File: src/hdl/itrfr_pkg.sv
package itrfr_pkg;

  localparam int unsigned CMD_W     = 2;
  localparam int unsigned BYTE_W    = 8;
  localparam int unsigned TICK_W    = 16;
  localparam int unsigned APB_ADDR_W = 3;
  localparam int unsigned APB_DATA_W = 32;

  localparam logic [TICK_W-1:0] TIMEOUT_RESET = 16'd20;

  // Byte address of the timeout register
  localparam logic [APB_ADDR_W-1:0] REG_TIMEOUT_ADDR = 3'd0;

  typedef enum logic [CMD_W-1:0] {
    CMD_BYTE = 2'd0,
    CMD_EDGE = 2'd1,
    CMD_TICK = 2'd2,
    CMD_NONE = 2'd3
  } cmd_t;

  // Controller to datapath
  typedef struct packed {
    logic wr_byte;
    logic arm;
    logic tick;
    logic rd_issue;
  } dp_cmd_t;

  // Datapath to controller
  typedef struct packed {
    logic timeout_hit;
    logic rd_free;
    logic rd_last;
  } dp_status_t;

endpackage

File: src/hdl/idle_timeout_ring_frame_receiver_core.sv
// Idle-timeout ring frame receiver.
// Input channel (in_valid/in_ready): one transaction carries a command and a
// byte. A received byte is stored in the ring, a rising edge on the line
// clears the idle counter and arms the timeout, a tick advances the counter.
// Command code 3 is ignored.
// Output channel (out_valid/out_ready): when an armed tick brings the counter
// to timeout_ticks, every byte from the read pointer up to the write pointer
// leaves as one transaction each, in arrival order, out_msg_last on the final
// one. Equal pointers send the whole ring.
// Timing: a command that closes no message keeps in_ready high. A closing tick
// drains N bytes (1 to RING_DEPTH) at one ring read per cycle unless out_ready
// stalls, limited by the single read port of the ring memory; each byte passes
// a read and an output register, and in_ready stays low until the last read.
// A stalled out_ready holds the read pipeline and the drain pauses with it;
// no byte is lost. Reset (rst_n low, synchronous) clears pointers, counter,
// armed flag and the output stage, and loads timeout_ticks with 20. Ring
// contents are not cleared. APB register at address 0: timeout_ticks.
module idle_timeout_ring_frame_receiver_core
  import itrfr_pkg::*;
#(
  parameter int unsigned RING_DEPTH = 64
)(
  input  logic                  clk,
  input  logic                  rst_n,
  input  logic                  in_valid,
  output logic                  in_ready,
  input  logic [CMD_W-1:0]      in_cmd,
  input  logic [BYTE_W-1:0]     in_rx_byte,
  output logic                  out_valid,
  input  logic                  out_ready,
  output logic [BYTE_W-1:0]     out_msg_byte,
  output logic                  out_msg_last,
  input  logic                  psel,
  input  logic                  penable,
  input  logic                  pwrite,
  input  logic [APB_ADDR_W-1:0] paddr,
  input  logic [APB_DATA_W-1:0] pwdata,
  output logic [APB_DATA_W-1:0] prdata,
  output logic                  pready
);

  dp_cmd_t           dp_cmd;
  dp_status_t        dp_status;
  logic              timeout_we;
  logic [TICK_W-1:0] timeout_ticks;
  logic              reg_hit;

  // APB: no wait states; the timeout register is the only one decoded
  assign pready     = 1'b1;
  assign reg_hit    = (paddr == REG_TIMEOUT_ADDR);
  assign timeout_we = psel && penable && pwrite && reg_hit;
  assign prdata     = reg_hit ? APB_DATA_W'(timeout_ticks) : '0;

  itrfr_ctrl u_ctrl (
    .clk      (clk),
    .rst_n    (rst_n),
    .in_valid (in_valid),
    .in_cmd   (in_cmd),
    .in_ready (in_ready),
    .status   (dp_status),
    .cmd      (dp_cmd)
  );

  itrfr_dp #(
    .RING_DEPTH (RING_DEPTH)
  ) u_dp (
    .clk           (clk),
    .rst_n         (rst_n),
    .cmd           (dp_cmd),
    .status        (dp_status),
    .rx_byte       (in_rx_byte),
    .timeout_we    (timeout_we),
    .timeout_wdata (pwdata[TICK_W-1:0]),
    .timeout_ticks (timeout_ticks),
    .out_valid     (out_valid),
    .out_ready     (out_ready),
    .out_msg_byte  (out_msg_byte),
    .out_msg_last  (out_msg_last)
  );

endmodule

File: src/hdl/itrfr_ctrl.sv
module itrfr_ctrl
  import itrfr_pkg::*;
(
  input  logic             clk,
  input  logic             rst_n,
  input  logic             in_valid,
  input  logic [CMD_W-1:0] in_cmd,
  output logic             in_ready,
  input  dp_status_t       status,
  output dp_cmd_t          cmd
);

  typedef enum logic {
    ST_IDLE,
    ST_DRAIN
  } state_t;

  state_t state_r;
  logic   in_ready_r;
  logic   accept;
  cmd_t   cmd_code;

  assign in_ready = in_ready_r;
  assign accept   = in_valid && in_ready_r;
  assign cmd_code = cmd_t'(in_cmd);

  always_comb begin
    cmd          = '0;
    cmd.wr_byte  = accept && (cmd_code == CMD_BYTE);
    cmd.arm      = accept && (cmd_code == CMD_EDGE);
    cmd.tick     = accept && (cmd_code == CMD_TICK);
    cmd.rd_issue = (state_r == ST_DRAIN) && status.rd_free;
  end

  always_ff @(posedge clk) begin
    if (!rst_n) begin
      state_r    <= ST_IDLE;
      in_ready_r <= 1'b1;
    end else begin
      case (state_r)
        ST_IDLE: begin
          // a tick that reaches the timeout closes the message
          if (cmd.tick && status.timeout_hit) begin
            state_r    <= ST_DRAIN;
            in_ready_r <= 1'b0;
          end
        end
        ST_DRAIN: begin
          if (cmd.rd_issue && status.rd_last) begin
            state_r    <= ST_IDLE;
            in_ready_r <= 1'b1;
          end
        end
        default: begin
          state_r    <= ST_IDLE;
          in_ready_r <= 1'b1;
        end
      endcase
    end
  end

endmodule

File: src/hdl/itrfr_dp.sv
module itrfr_dp
  import itrfr_pkg::*;
#(
  parameter int unsigned RING_DEPTH = 64
)(
  input  logic                  clk,
  input  logic                  rst_n,
  input  dp_cmd_t               cmd,
  output dp_status_t            status,
  input  logic [BYTE_W-1:0]     rx_byte,
  input  logic                  timeout_we,
  input  logic [TICK_W-1:0]     timeout_wdata,
  output logic [TICK_W-1:0]     timeout_ticks,
  output logic                  out_valid,
  input  logic                  out_ready,
  output logic [BYTE_W-1:0]     out_msg_byte,
  output logic                  out_msg_last
);

  localparam int unsigned PTR_W = (RING_DEPTH > 1) ? $clog2(RING_DEPTH) : 1;
  localparam logic [PTR_W-1:0] PTR_LAST = PTR_W'(RING_DEPTH - 1);

  logic [BYTE_W-1:0] ring_mem [RING_DEPTH];

  logic [PTR_W-1:0]  wr_ptr_r;
  logic [PTR_W-1:0]  rd_ptr_r;
  logic [PTR_W-1:0]  wr_ptr_nxt;
  logic [PTR_W-1:0]  rd_ptr_nxt;
  logic [TICK_W-1:0] idle_cnt_r;
  logic [TICK_W-1:0] idle_cnt_nxt;
  logic              armed_r;
  logic [TICK_W-1:0] timeout_r;

  logic [BYTE_W-1:0] rd_data_r;
  logic              rd_last_r;
  logic              rd_vld_r;
  logic [BYTE_W-1:0] out_byte_r;
  logic              out_last_r;
  logic              out_vld_r;
  logic              load_out;

  assign wr_ptr_nxt   = (wr_ptr_r == PTR_LAST) ? '0 : wr_ptr_r + 1'b1;
  assign rd_ptr_nxt   = (rd_ptr_r == PTR_LAST) ? '0 : rd_ptr_r + 1'b1;
  assign idle_cnt_nxt = idle_cnt_r + 1'b1;

  // Output stage takes the read stage when it is empty or being emptied
  assign load_out = rd_vld_r && (!out_vld_r || out_ready);

  always_comb begin
    status             = '0;
    status.timeout_hit = armed_r && (idle_cnt_nxt == timeout_r);
    status.rd_free     = !rd_vld_r || load_out;
    status.rd_last     = (rd_ptr_nxt == wr_ptr_r);
  end

  assign timeout_ticks = timeout_r;
  assign out_valid     = out_vld_r;
  assign out_msg_byte  = out_byte_r;
  assign out_msg_last  = out_last_r;

  always_ff @(posedge clk) begin
    if (cmd.wr_byte) begin
      ring_mem[wr_ptr_r] <= rx_byte;
    end
    if (cmd.rd_issue) begin
      rd_data_r <= ring_mem[rd_ptr_r];
      rd_last_r <= status.rd_last;
    end
    if (load_out) begin
      out_byte_r <= rd_data_r;
      out_last_r <= rd_last_r;
    end
  end

  always_ff @(posedge clk) begin
    if (!rst_n) begin
      wr_ptr_r   <= '0;
      rd_ptr_r   <= '0;
      idle_cnt_r <= '0;
      armed_r    <= 1'b0;
      timeout_r  <= TIMEOUT_RESET;
      rd_vld_r   <= 1'b0;
      out_vld_r  <= 1'b0;
    end else begin
      if (timeout_we) begin
        timeout_r <= timeout_wdata;
      end
      if (cmd.wr_byte) begin
        wr_ptr_r <= wr_ptr_nxt;
      end
      if (cmd.arm) begin
        idle_cnt_r <= '0;
        armed_r    <= 1'b1;
      end else if (cmd.tick) begin
        idle_cnt_r <= idle_cnt_nxt;
        if (status.timeout_hit) begin
          armed_r <= 1'b0;
        end
      end
      if (cmd.rd_issue) begin
        rd_ptr_r <= rd_ptr_nxt;
        rd_vld_r <= 1'b1;
      end else if (load_out) begin
        rd_vld_r <= 1'b0;
      end
      if (load_out) begin
        out_vld_r <= 1'b1;
      end else if (out_ready) begin
        out_vld_r <= 1'b0;
      end
    end
  end

endmodule

File: config.mk
export PLATFORM = sky130hd
export DESIGN_NAME = idle_timeout_ring_frame_receiver_core
export DESIGN_NICKNAME = d
export VERILOG_FILES = /design/src/hdl/itrfr_pkg.sv /design/src/hdl/idle_timeout_ring_frame_receiver_core.sv /design/src/hdl/itrfr_ctrl.sv /design/src/hdl/itrfr_dp.sv
export SDC_FILE = /design/constraint.sdc
export NUM_CORES = 1
export LEC_CHECK = 0
export ABC_AREA = 1
export BUFFER_PORTS_ARGS = -buffer_cell sky130_fd_sc_hd__buf_2
export CAP_MARGIN = 20
export CORE_ASPECT_RATIO = 1.1
export CORE_MARGIN = 5
export CORE_UTILIZATION = 32
export CTS_CLUSTER_SIZE = 25
export DETAILED_ROUTE_END_ITERATION = 12
export PLACE_DENSITY = 0.5
export SYNTH_ARGS = -nofsm -noshare
export SYNTH_HDL_FRONTEND = slang
export SYNTH_SLANG_ARGS = --single-unit
File: constraint.sdc
create_clock -name clk -period 3.2 [get_ports clk]
set_input_delay 0.64 -clock clk [delete_from_list [all_inputs] [get_ports clk]]
set_output_delay 0.64 -clock clk [all_outputs]
set_load 0.005 [all_outputs]
==> summary.md <==
| Metric | Value |
|---|---|
| Avg Inst Size Synth | `11.9 um^2` |
| Crit path cell chain | `inv_6, buf_12, buf_4, nor2_1, o22ai_1, nand2_1, nand4_1, nand2_1, nor2_1` |
| Max clock buf depth | `3` |
| Ports | `96` |
| Routability cong. | `0.857` |
| Seq/Total Area, Yosys | `71.5%` |
| Root Buffer Master | `clkbuf_16` |
| Top sig layer | `met4` |
| Grt ovf | `0` |
| Post-Route Setup TNS | `0 ns` |
| CTS Buf Count | `61` |
| Worst slew pin tran | `0.929 ns` |
| Total Power | `15.7 mW` |
| Starting DRT DRC Count | `1309` |
| Tmin final | `2.56 ns` |
| DR WL met3 | `3590 um` |
| Slew HR | `38.1%` |
| Largest net degree at the start of global routing | `145` |
| Post-synth cell types | `38` |
| Critical path's slowest cell | `inv_6` |
| Critical path buffers and inverters | `3` |
| H-tree Lvls | `2` |
| Initial antenna violation count | `0` |
| RSZ-0062 raised after global routing | `no` |
| Fillers | `7087` |
| Synthesized cell area | `0.0236 mm^2` |
| Commonest non-fill, non-tap cell in the layout | `edfxtp_1` |
| CP Max Fanout | `100` |
| Leakage Power | `9.23 nW` |
| Worst Hold Class | `input port to register` |
| Post-route ant nets | `0` |
| Flop and latch count out of synthesis | `579` |
| Sink Count | `579` |
| Post-Layout Inst Area | `0.0275 mm^2` |
| # nets final | `2161` |
| Power Dens Cells | `569 mW/mm^2` |
| Syn Inst Count | `1986` |
| Worst-Skew Late Latency | `0.63 ns` |
| Die outline height | `295 um` |
| Final hold vios | `0` |
| Final HPWL from detailed placement | `39900 um` |
| Met2 routed WL | `31500 um` |
| First-pass GRT wire length | `97000 um` |
| Post CTS Setup Buffer Count | `0` |
| Routed len/inst | `20.8 um` |
| Vias | `15800` |
| Site row count | `104` |
| CP top delay family | `buffers and inverters` |
| Fin util | `37.6%` |
| Seq. cell area | `0.0169 mm^2` |
| CTS resizes | `0` |
| Die width | `269 um` |
| DIE AREA | `0.0794 mm^2` |
| WL final | `64700 um` |
| Met1 wire length | `28400 um` |
| Hold_buf cts | `0` |
| Share of cells above drive strength 1 | `13.5%` |
| Max-Cap Viols | `0` |
| Peak supply drop | `0.408 mV` |
| Period utilization | `79.9%` |
| Reg clk slew, reported paths | `0.06 ns` |
| Vias per cell | `5.08` |
| Initial DRT Pass Iterations | `5` |
| Final clock skew | `0.0162 ns` |
| Placed Area | `0.0255 mm^2` |
| PortBufs | `62` |
| Slowest Stage Delay on Critical Path | `0.55 ns` |
| Core box area | `0.0733 mm^2` |
| CTS tree | `built` |
| Crit end category | `register` |
| Outcome | `complete, no violations` |
| Total Routing Usage GR | `15.7%` |
| Most frequent cells in the layout | `edfxtp_1, nor2_1, o21ai_0` |
| Fmax | `391 MHz` |
| Antenna cells | `0` |
| Crit Path Category | `register to register` |
| Worst endpoint data arrival time | `3.03 ns` |
| Critical path startpoint category | `register` |
| Initial Util | `32.3%` |
| Area of the multi-input gates | `0.00590 mm^2` |
| Vias in the first global route | `15400` |
| Setup Viol. Count Final | `0` |
| Drt drc | `0` |
| Hold_ws | `0.243 ns` |
| Critical Path RT | `3.67 ns` |
| Fin. max-slew vios | `0` |
| P&R area growth vs syn | `16.5%` |
| Synth Warn # | `0` |
==> cells by family (layout without fill, tap and decap cells) <==
family	after synthesis	in the layout	share of synthesized area, %
adder cells (fa/ha/maj)	3	3	0.159
XOR/XNOR	10	10	0.370
buffers and inverters	209	364	3.86
other	2	17	0.0318
AND/OR/NAND/NOR	688	688	12.2
AO/OA/AOI/OAI	495	495	12.0
flip-flops	579	579	71.5
==> flip-flops by register name, summed over array words and instances, names as in the netlist <==
signal	cells
u_ctrl.in_ready	1
u_ctrl.state_r	1
u_dp.armed_r	1
u_dp.idle_cnt_r	16
u_dp.out_msg_byte	8
u_dp.out_msg_last	1
u_dp.out_valid	1
u_dp.rd_data_r	8
u_dp.rd_last_r	1
u_dp.rd_ptr_r	6
u_dp.rd_vld_r	1
u_dp.ring_mem	512
u_dp.timeout_ticks	16
u_dp.wr_ptr_r	6
==> synth_stat cells <==
cell	instances	area share, %
nand3_2	1	0.042
xor2_1	6	0.22
dfxtp_1	49	4.1
o21ai_2	1	0.037
o21a_1	1	0.032
ha_1	3	0.16
nand3b_1	1	0.032
nand2_1	162	2.6
a21oi_1	49	1.0
inv_1	72	1.1
edfxtp_1	530	67
nor4_1	2	0.053
clkinv_1	2	0.032
o221ai_1	50	1.9
nand2_2	2	0.053
nor2_1	370	5.9
nor3_1	10	0.21
nand2_4	1	0.048
xnor2_1	4	0.15
a211oi_1	1	0.032
conb_1	2	0.032
o21bai_2	1	0.048
buf_2	33	0.70
o21ai_1	1	0.021
nor2_4	5	0.24
nand3_1	104	2.2
o22ai_1	75	2.0
nand4_1	24	0.63
buf_1	3	0.048
nor3_4	1	0.069
o211ai_1	19	0.60
buf_4	23	0.73
nor3_2	1	0.042
o21ai_0	293	6.2
inv_2	2	0.032
clkbuf_1	74	1.2
nor2_2	4	0.11
a31oi_1	4	0.11
==> tightest hold or removal path, stage by stage <==
cell and delay (ns):
buf_2 0.08, a21oi_1 0.05, o21ai_0 0.06
==> final timing paths <==
path	start	end	slack (ns)	cells past startpoint
max	u_dp.rd_ptr_r[0]	u_dp.rd_data_r[5]	0.64	9
min	pwdata[2]	u_dp.timeout_ticks[2]	0.24	3
max reg2reg	u_dp.rd_ptr_r[0]	u_dp.rd_data_r[5]	0.64	9
min reg2reg	u_dp.rd_data_r[6]	u_dp.out_msg_byte[6]	0.42	0
==> per-layer routing <==
layer / vias up / GRT usage [%]
met4: 0 / 3.70
li1: 7473 / -
met2: 443 / 27.1
met5: - / 0
met3: 81 / 2.78
met1: 7787 / 20.9
==> report_power, final <==
group          internal (mW)  switching (mW)  total (mW)
combinational         0.0690           0.224       0.293
clock                   4.14            2.96        7.09
sequential              8.26          0.0191        8.28
==> layout make-up <==
class | count | area share [%]
tap | 954 | 4.33
clock inverter | 44 | 1.63
sequential | 579 | 61.4
multi-input combinational | 1213 | 21.4
clock buffer | 69 | 5.65
timing repair buffer | 175 | 4.53
inverter | 76 | 1.06
==> through the flow <==
stage | worst slack [ns] | instances
after floorplan | 0.788 | 2001
after global placement | 0.427 | 2997
after detailed placement | 0.400 | 2997
after CTS | 0.605 | 3110
after global routing | 0.460 | 3110
final | 0.643 | 3110
(Power assumes the default switching activity.)
